## src/sv/utf8dec_pkg.sv

```systemverilog
// shared widths, types and lead-byte codes for the utf-8 decoder
`default_nettype none

package utf8dec_pkg;

    localparam int BYTE_W = 8;
    localparam int CP_W   = 21;
    localparam int CNT_W  = 2;
    localparam int SIX_W  = 6;

    typedef logic [BYTE_W-1:0] byte_t;
    typedef logic [CP_W-1:0]   cp_t;
    typedef logic [CNT_W-1:0]  cnt_t;

    // lead byte prefixes, compared against the top bits of the byte
    localparam logic [2:0] LEAD2_PREFIX = 3'b110;
    localparam logic [3:0] LEAD3_PREFIX = 4'b1110;
    localparam logic [4:0] LEAD4_PREFIX = 5'b11110;

    // continuation bytes still expected after each lead byte
    localparam cnt_t LEAD2_PENDING = 2'd1;
    localparam cnt_t LEAD3_PENDING = 2'd2;
    localparam cnt_t LEAD4_PENDING = 2'd3;
    localparam cnt_t NONE_PENDING  = 2'd0;

endpackage : utf8dec_pkg

`default_nettype wire

```

## src/sv/utf8_to_code_point_decoder.sv

```systemverilog
// lenient utf-8 byte stream to code point decoder with input and result registers
`default_nettype none

// Lenient UTF-8 decoder. One byte enters per item on in_byte; zero or one
// code point leaves per item on code_point. A lead byte 110xxxxx, 1110xxxx
// or 11110xxx starts a sequence of 2, 3 or 4 bytes and gives no result;
// while bytes are pending every byte shifts in its low six bits, its top two
// bits unchecked, and the last one releases the code point. With nothing
// pending, any other byte (ascii, a stray 10xxxxxx, 0xf8 to 0xff, zero) comes
// out as its own value. A new byte is accepted in every cycle in which in_stall
// is low: the sustained rate is one item per clock while the output is not stalled.
// An accepted byte passes through the input register, the single decode step and
// the result register to code_point. in_stall rises only when the input register
// holds a byte and the result register is full and stalled.
module utf8_to_code_point_decoder (
    input  wire logic               clk,
    input  wire logic               rst_n,
    input  wire logic               in_valid,
    output logic                    in_stall,
    input  wire utf8dec_pkg::byte_t in_byte,
    output logic                    out_valid,
    input  wire logic               out_stall,
    output utf8dec_pkg::cp_t        code_point
);
    import utf8dec_pkg::*;

    // input register
    logic  in_valid_reg;
    byte_t in_byte_reg;

    // decode state
    cnt_t pending_reg, pending_next;
    cp_t  acc_reg, acc_next;

    // result register
    logic out_valid_reg, out_valid_next;
    cp_t  code_point_reg, code_point_next;

    logic res_free;   // result register can take a new result
    logic step;       // the held byte goes through the decode step this cycle
    logic in_take;
    cp_t  acc_shift;

    assign res_free = !out_valid_reg || !out_stall;
    assign step     = in_valid_reg && res_free;
    assign in_stall = in_valid_reg && !res_free;
    assign in_take  = in_valid && !in_stall;

    assign acc_shift = {acc_reg[CP_W-SIX_W-1:0], in_byte_reg[SIX_W-1:0]};

    // decode step: state update and result selection
    always_comb
    begin
        pending_next    = pending_reg;
        acc_next        = acc_reg;
        out_valid_next  = out_valid_reg && out_stall;
        code_point_next = code_point_reg;
        if (step)
        begin
            if (pending_reg != NONE_PENDING)
            begin
                // continuation, top bits not checked
                acc_next     = acc_shift;
                pending_next = pending_reg - 2'd1;
                if (pending_reg == LEAD2_PENDING)
                begin
                    out_valid_next  = 1'b1;
                    code_point_next = acc_shift;
                end
            end
            else if (in_byte_reg[7:5] == LEAD2_PREFIX)
            begin
                acc_next     = CP_W'(in_byte_reg[4:0]);
                pending_next = LEAD2_PENDING;
            end
            else if (in_byte_reg[7:4] == LEAD3_PREFIX)
            begin
                acc_next     = CP_W'(in_byte_reg[3:0]);
                pending_next = LEAD3_PENDING;
            end
            else if (in_byte_reg[7:3] == LEAD4_PREFIX)
            begin
                acc_next     = CP_W'(in_byte_reg[2:0]);
                pending_next = LEAD4_PENDING;
            end
            else
            begin
                // not a lead byte: passes through as its own value
                out_valid_next  = 1'b1;
                code_point_next = CP_W'(in_byte_reg);
            end
        end
    end

    always_ff @(posedge clk or negedge rst_n)
    begin
        if (!rst_n)
        begin
            in_valid_reg  <= 1'b0;
            out_valid_reg <= 1'b0;
            pending_reg   <= NONE_PENDING;
            acc_reg       <= '0;
        end
        else
        begin
            if (in_take)
            begin
                in_valid_reg <= 1'b1;
            end
            else if (step)
            begin
                in_valid_reg <= 1'b0;
            end
            out_valid_reg <= out_valid_next;
            pending_reg   <= pending_next;
            acc_reg       <= acc_next;
        end
    end

    // payload registers, no reset
    always_ff @(posedge clk)
    begin
        if (in_take)
        begin
            in_byte_reg <= in_byte;
        end
        code_point_reg <= code_point_next;
    end

    assign out_valid  = out_valid_reg;
    assign code_point = code_point_reg;

    // a held byte that cannot move on keeps the input side stalled
    a_stall_only_when_full: assert property (@(posedge clk) disable iff (!rst_n)
        (in_valid_reg && out_valid_reg && out_stall) |-> in_stall)
        else $error("input not stalled while result register is blocked");

    // a continuation that is not the last counts down and gives no new result
    a_mid_sequence_countdown: assert property (@(posedge clk) disable iff (!rst_n)
        (step && (pending_reg == LEAD3_PENDING || pending_reg == LEAD4_PENDING))
        |=> (pending_reg == $past(pending_reg) - 2'd1) && !$rose(out_valid_reg))
        else $error("mid-sequence byte mishandled");

    // a two byte lead keeps only five payload bits
    a_lead2_load: assert property (@(posedge clk) disable iff (!rst_n)
        (step && pending_reg == NONE_PENDING && in_byte_reg[7:5] == LEAD2_PREFIX)
        |=> (pending_reg == LEAD2_PENDING) && (acc_reg[CP_W-1:5] == '0))
        else $error("two byte lead loaded wrongly");

    // an ascii byte with nothing pending comes out unchanged next cycle
    a_ascii_passthrough: assert property (@(posedge clk) disable iff (!rst_n)
        (step && pending_reg == NONE_PENDING && !in_byte_reg[7])
        |=> out_valid_reg && (code_point_reg == CP_W'($past(in_byte_reg))))
        else $error("ascii byte not passed through");

endmodule : utf8_to_code_point_decoder

`default_nettype wire

```

## config.mk

```make
export PLATFORM = sky130hd
export DESIGN_NAME = utf8_to_code_point_decoder
export DESIGN_NICKNAME = d
export VERILOG_FILES = /design/src/sv/utf8dec_pkg.sv /design/src/sv/utf8_to_code_point_decoder.sv
export SDC_FILE = /design/constraint.sdc
export NUM_CORES = 1
export LEC_CHECK = 0
export BUFFER_PORTS_ARGS = -buffer_cell sky130_fd_sc_hd__buf_2
export CORE_ASPECT_RATIO = 0.5
export CORE_MARGIN = 2
export CORE_UTILIZATION = 49
export CTS_CLUSTER_DIAMETER = 50
export DETAILED_ROUTE_END_ITERATION = 10
export GPL_TIMING_DRIVEN = 0
export MAX_ROUTING_LAYER = met4
export PLACE_DENSITY = 0.68
export SLEW_MARGIN = 10
export SYNTH_ARGS = -nofsm -noshare
export SYNTH_HDL_FRONTEND = slang
export SYNTH_SLANG_ARGS = --single-unit
```

## constraint.sdc

```tcl
create_clock -name clk -period 3.7 [get_ports clk]
set_input_delay 0.555 -clock clk [delete_from_list [all_inputs] [get_ports clk]]
set_output_delay 0.555 -clock clk [all_outputs]
set_load 0.02 [all_outputs]
```

# Yosys cells after proc, flatten, opt, wreduce, memory -nomap -nowiden
# Index checks and enable logic that the tools add are counted.
word_totals:
  ff_bits: 48
  latchBits: 0
  ram_bits: 0
  romBits: 0
  in_bits: 12
  elab_cells: 50
  mem_count: 0
op_classes:
  addsub: 1
  multipliers: 0
  n_div: 0
  magnitude_cmp: 0
  n_eq_ne: 8
  n_shift: 0
  muxes: 21
  bitwise_logic: 0
  n_reduce_logical: 14
ops:
  columns: ["operator", "n"]
  rows:
  - ["2-to-1 mux 21 bit", 5]
  - ["2-to-1 mux 15 bit", 4]
  - ["2-to-1 mux 1 bit", 8]
  - ["2-to-1 mux 2 bit", 4]
  - ["inequality test 2 bit (second input constant)", 3]
  - ["equality test 5 bit (second input constant)", 1]
  - ["AND reduction 5 bit", 1]
  - ["equality test 4 bit (second input constant)", 1]
  - ["logical AND 1 bit", 4]
  - ["logical NOT 1 bit", 4]
  - ["nonzero test 2 bit", 2]
  - ["nonzero test 4 bit", 1]
  - ["equality test 3 bit (second input constant)", 1]
  - ["equality test 2 x 1 -> 1 bit (second input constant)", 1]
  - ["inequality test 2 x 1 -> 1 bit (second input constant)", 1]
  - ["AND reduction 2 bit", 1]
  - ["subtractor 2 x 1 -> 2 bit (second input constant)", 1]
  - ["logical OR 1 bit", 1]

# Longest topological paths before layout
depth:
  depth_word: 7
  ltp_mapped: 6

# Least setup slack after synthesis
# OpenSTA, ideal clock, no wires.
synth_timing:
  path_kind: "input -> register"
  from: "in out_stall"
  to: "reg code_point_reg[0], in the netlist code_point[0], enable pin"
  setup_ns: 0.426
  t_arrival_ns: 2.312
  setup_slack_ns: 0.963
  stages: 3
  n_path_buf: 1
  path_cell_list: "a21bo_1 buf_6 nor3_1"
synth_between:
  elab_chain_len: 4
synth_rtl:
  columns: ["item", "line", "text"]
  rows:
  - ["start: declaration", "utf8_to_code_point_decoder.sv:22", "input wire logic out_stall,"]
  - ["logical NOT 1 bit", "utf8_to_code_point_decoder.sv:44", "assign res_free = !out_valid_reg || !out_stall;"]
  - ["logical OR 1 bit", "utf8_to_code_point_decoder.sv:44", null]
  - ["logical AND 1 bit", "utf8_to_code_point_decoder.sv:45", "assign step = in_valid_reg && res_free;"]
  - ["AND reduction 5 bit (no line)", null, null]
  - ["end signal: assignment", "utf8_to_code_point_decoder.sv:127", "code_point_reg <= code_point_next;"]
  - ["end: declaration", "utf8_to_code_point_decoder.sv:37", "cp_t code_point_reg, code_point_next;"]
# Every way passes these cells.
# A chain may end at the register's enable or synchronous reset.

# Worst setup path in the final report
layout_timing:
  from: "reg in_byte_reg[5]"
  to: "reg code_point_reg[17], in the netlist code_point[17], enable pin"
layout_between:
  elab_chain_len: 3
  word_cells_on_any_way: 7
  classes_between: "eq/ne (6); reduce/logical (1)"
layout_rtl:
  columns: ["item", "line", "text"]
  rows:
  - ["start: declaration", "utf8_to_code_point_decoder.sv:29", "byte_t in_byte_reg;"]
  - ["start signal: assignment", "utf8_to_code_point_decoder.sv:125", "in_byte_reg <= in_byte;"]
  - ["equality test 5 bit (tied with other cells)", "utf8_to_code_point_decoder.sv:81", "else if (in_byte_reg[7:3] == LEAD4_PREFIX)"]
  - ["inequality test 2 bit (no line)", null, null]
  - ["AND reduction 5 bit (no line) *", null, null]
# Every way passes the cells marked *; elsewhere a longest branch is shown, timed or not.

==> results.ini <==
[logic_synthesis]
synthCells=112
async_flop_share_pct=39.58
synth_area_per_cell_um2=16.22
ys_ff_latch=48
ys_types=29
synth-warning-count=0
syn_area_um2=1817
synth_fp_nets=124
synth_edf_count=29
synth_ff_type=edfxtp_1
ys_seq_area_share_pct=74.10

[run]
maxCapViolations=0

[worst_setup_path]
worstReg2RegStart=in_byte_reg[5]
end_kind=flip-flop
critPathMaxStageDelay_ns=0.58
path_buf_inv=1
timing.rr.end=code_point[17]
crit_chain=and3_1 > nor3_1 > nor3_2 > buf_4
critical_path_depth=4
worstPathMaxFanout=13
cp_data_required_time_ns=3.70
setup.worst_path.end=code_point[17]
crit_arrival_ns=2.03
r2r_slack_ns=1.67
reg2reg_depth=4
cp-start-kind=flip-flop
crit_family=simple AND/OR/NAND/NOR gates
path_class=flip-flop to flip-flop
crit_start=in_byte_reg[5]
critPathSlowestCell=nor3_2

[power_and_ir_drop]
p_leak_nw=0.9147
p_sw_mw=0.5440
clockPowerShare_pct=18.2
power_density_nw_per_um2=770.2
p_int_mw=1.113
p_comb_share_pct=31.1
p_total_mw=1.657
seqPwrFrac_pct=50.7
vdd_drop_max_mv=0.2984
p_sw_share_pct=32.84

[route]
drt_pass1_iterations=6
vias=997
post_drt_wl_per_cell_um=13.01
drtIter0Drc=58
via_per_inst=4.840
detail-route-antenna-nets=0
drc_errors=0
wl_um=2680

[final_layout]
area_delta_synth_final_pct=18.39
num_antenna_cells=0
nets=166
multiInputGateArea_um2=434.2
postLayoutCellArea_um2=2151
nFillCells=289
regArea_um2=1346
largest_register_ffs=21
instances_no_fill=206
final_cell_mix=34 x buf_2, 29 x edfxtp_1, 19 x dfrtp_1
final_common_cell=buf_2
drive_above_1_share_pct=36.13

[cts]
cts_tree=built
clockBufferDepth=2
cts_root_buffer=clkbuf_8
insertion_delay_ns=0.30
cts_max_level=2
hold_buffers=0
clkTransAtPathRegs_ns=0.08
clkSinkCount=48
cts-resized-gates=0
cts_buffers=5
post_cts_buffers=0

[timing]
fmax_ghz=0.4930
setup_slack_ns=1.672
fin_crit_ns=2.028
fin_crit_sh_pct=54.82
hold_violations=0
slew_headroom_pct=53.37
tightest_slew_ns=0.6957
tns_ns=0
rsz0062_at_grt=false
maxSlewViolCount=0
setup_viol=0
skew_ns=0.006085

[placed_design]
hpwl_um=1903
port_buffers=34
placedCellCount=198
placed_cell_area_um2=2063
gp_congestion=0.8970
dpl_worst_slack_ns=1.463

[floorplan]
io_pins=35
dieArea_um2=4240
rows=15
start_util_pct=52.04
die_x_um=90.11
dieHeight_um=47.06
core_area_um2=3491

[global_route]
grt_pass1_wl_um=4271
grt_pass1_vias=860
overflow=0
grt_usage_pct=14.50
antenna_found_initial=0
grt_max_degree=20

[hold_path]
hp-class=input pin to async pin

[run_status]
status=completed

-- routing by layer --
metal | GRT usage [%] | up-vias | part of all wire, % | wire length (µm)
met2 | 19.40 | 33 | 43 | 1143
met1 | 19.58 | 458 | 51 | 1371
li1 | - | 506 | - | -
met3 | 5.778 | 0 | 6.2 | 165
met5 | - | - | 0 | 0
met4 | 6.462 | 0 | 0 | 0
-- cell families after synthesis --
| family | share of synthesized area [%] |
|---|---|
| and+or+nand+nor | 8.265 |
| muxes | 3.719 |
| DFF | 74.11 |
| buffers and inverters | 2.273 |
| AOI/OAI and AO/OA | 11.64 |
-- per-stage QoR --
stage	hold slack, ns	utilization (%)
floorplan	0.2594	-
global placement	0.4489	58.75
detailed placement	0.4537	59.10
CTS	0.1947	61.61
global route	0.1968	61.61
finish	0.1790	61.61
-- layout make-up --
class	count	share of cell area [%]
Multi-Input combinational cell	58	20.19
Timing Repair Buffer	35	8.261
Buffer	4	1.571
Clock buffer	5	3.200
Sequential cell	48	62.59
Inverter	2	0.3490
Clock inverter	3	0.8726
Tap cell	51	2.967
-- how the worst min path moves through the flow --
stage	endpoint	cells after the start
finish	pending_reg[0]	1
global route	pending_reg[0]	1
CTS	acc_reg[6]	1
detailed placement	code_point[0]	0
global placement	code_point[1]	0
floorplan	acc_reg[0]	0
-- cells in the mapped netlist, drive strengths merged, types with 2 or more instances --
master	n	area [µm²]
nor2	4	17.52
edfxtp	29	870.8
nor3	2	10.01
buf	3	30.03
o21ai	3	15.01
inv	2	7.510
nand2b	2	12.51
nor2b	13	81.33
o31ai	2	15.01
dfrtp	19	475.5
nand2	3	11.26
mux2	5	67.56
a22o	11	97.59
a21oi	3	15.01
-- power groups by stage --
| stage | combinational, mW | sequential, mW | clock (mW) |
|---|---|---|---|
| after floorplan | 0.292 | 0.930 | 0 |
| after CTS | 0.523 | 0.841 | 0.309 |
| after global routing | 0.558 | 0.865 | 0.334 |
| after global placement | 0.507 | 0.850 | 0 |
| final | 0.515 | 0.840 | 0.301 |
| after detailed placement | 0.523 | 0.853 | 0 |
Note: power is estimated with default switching activity, not from simulation.
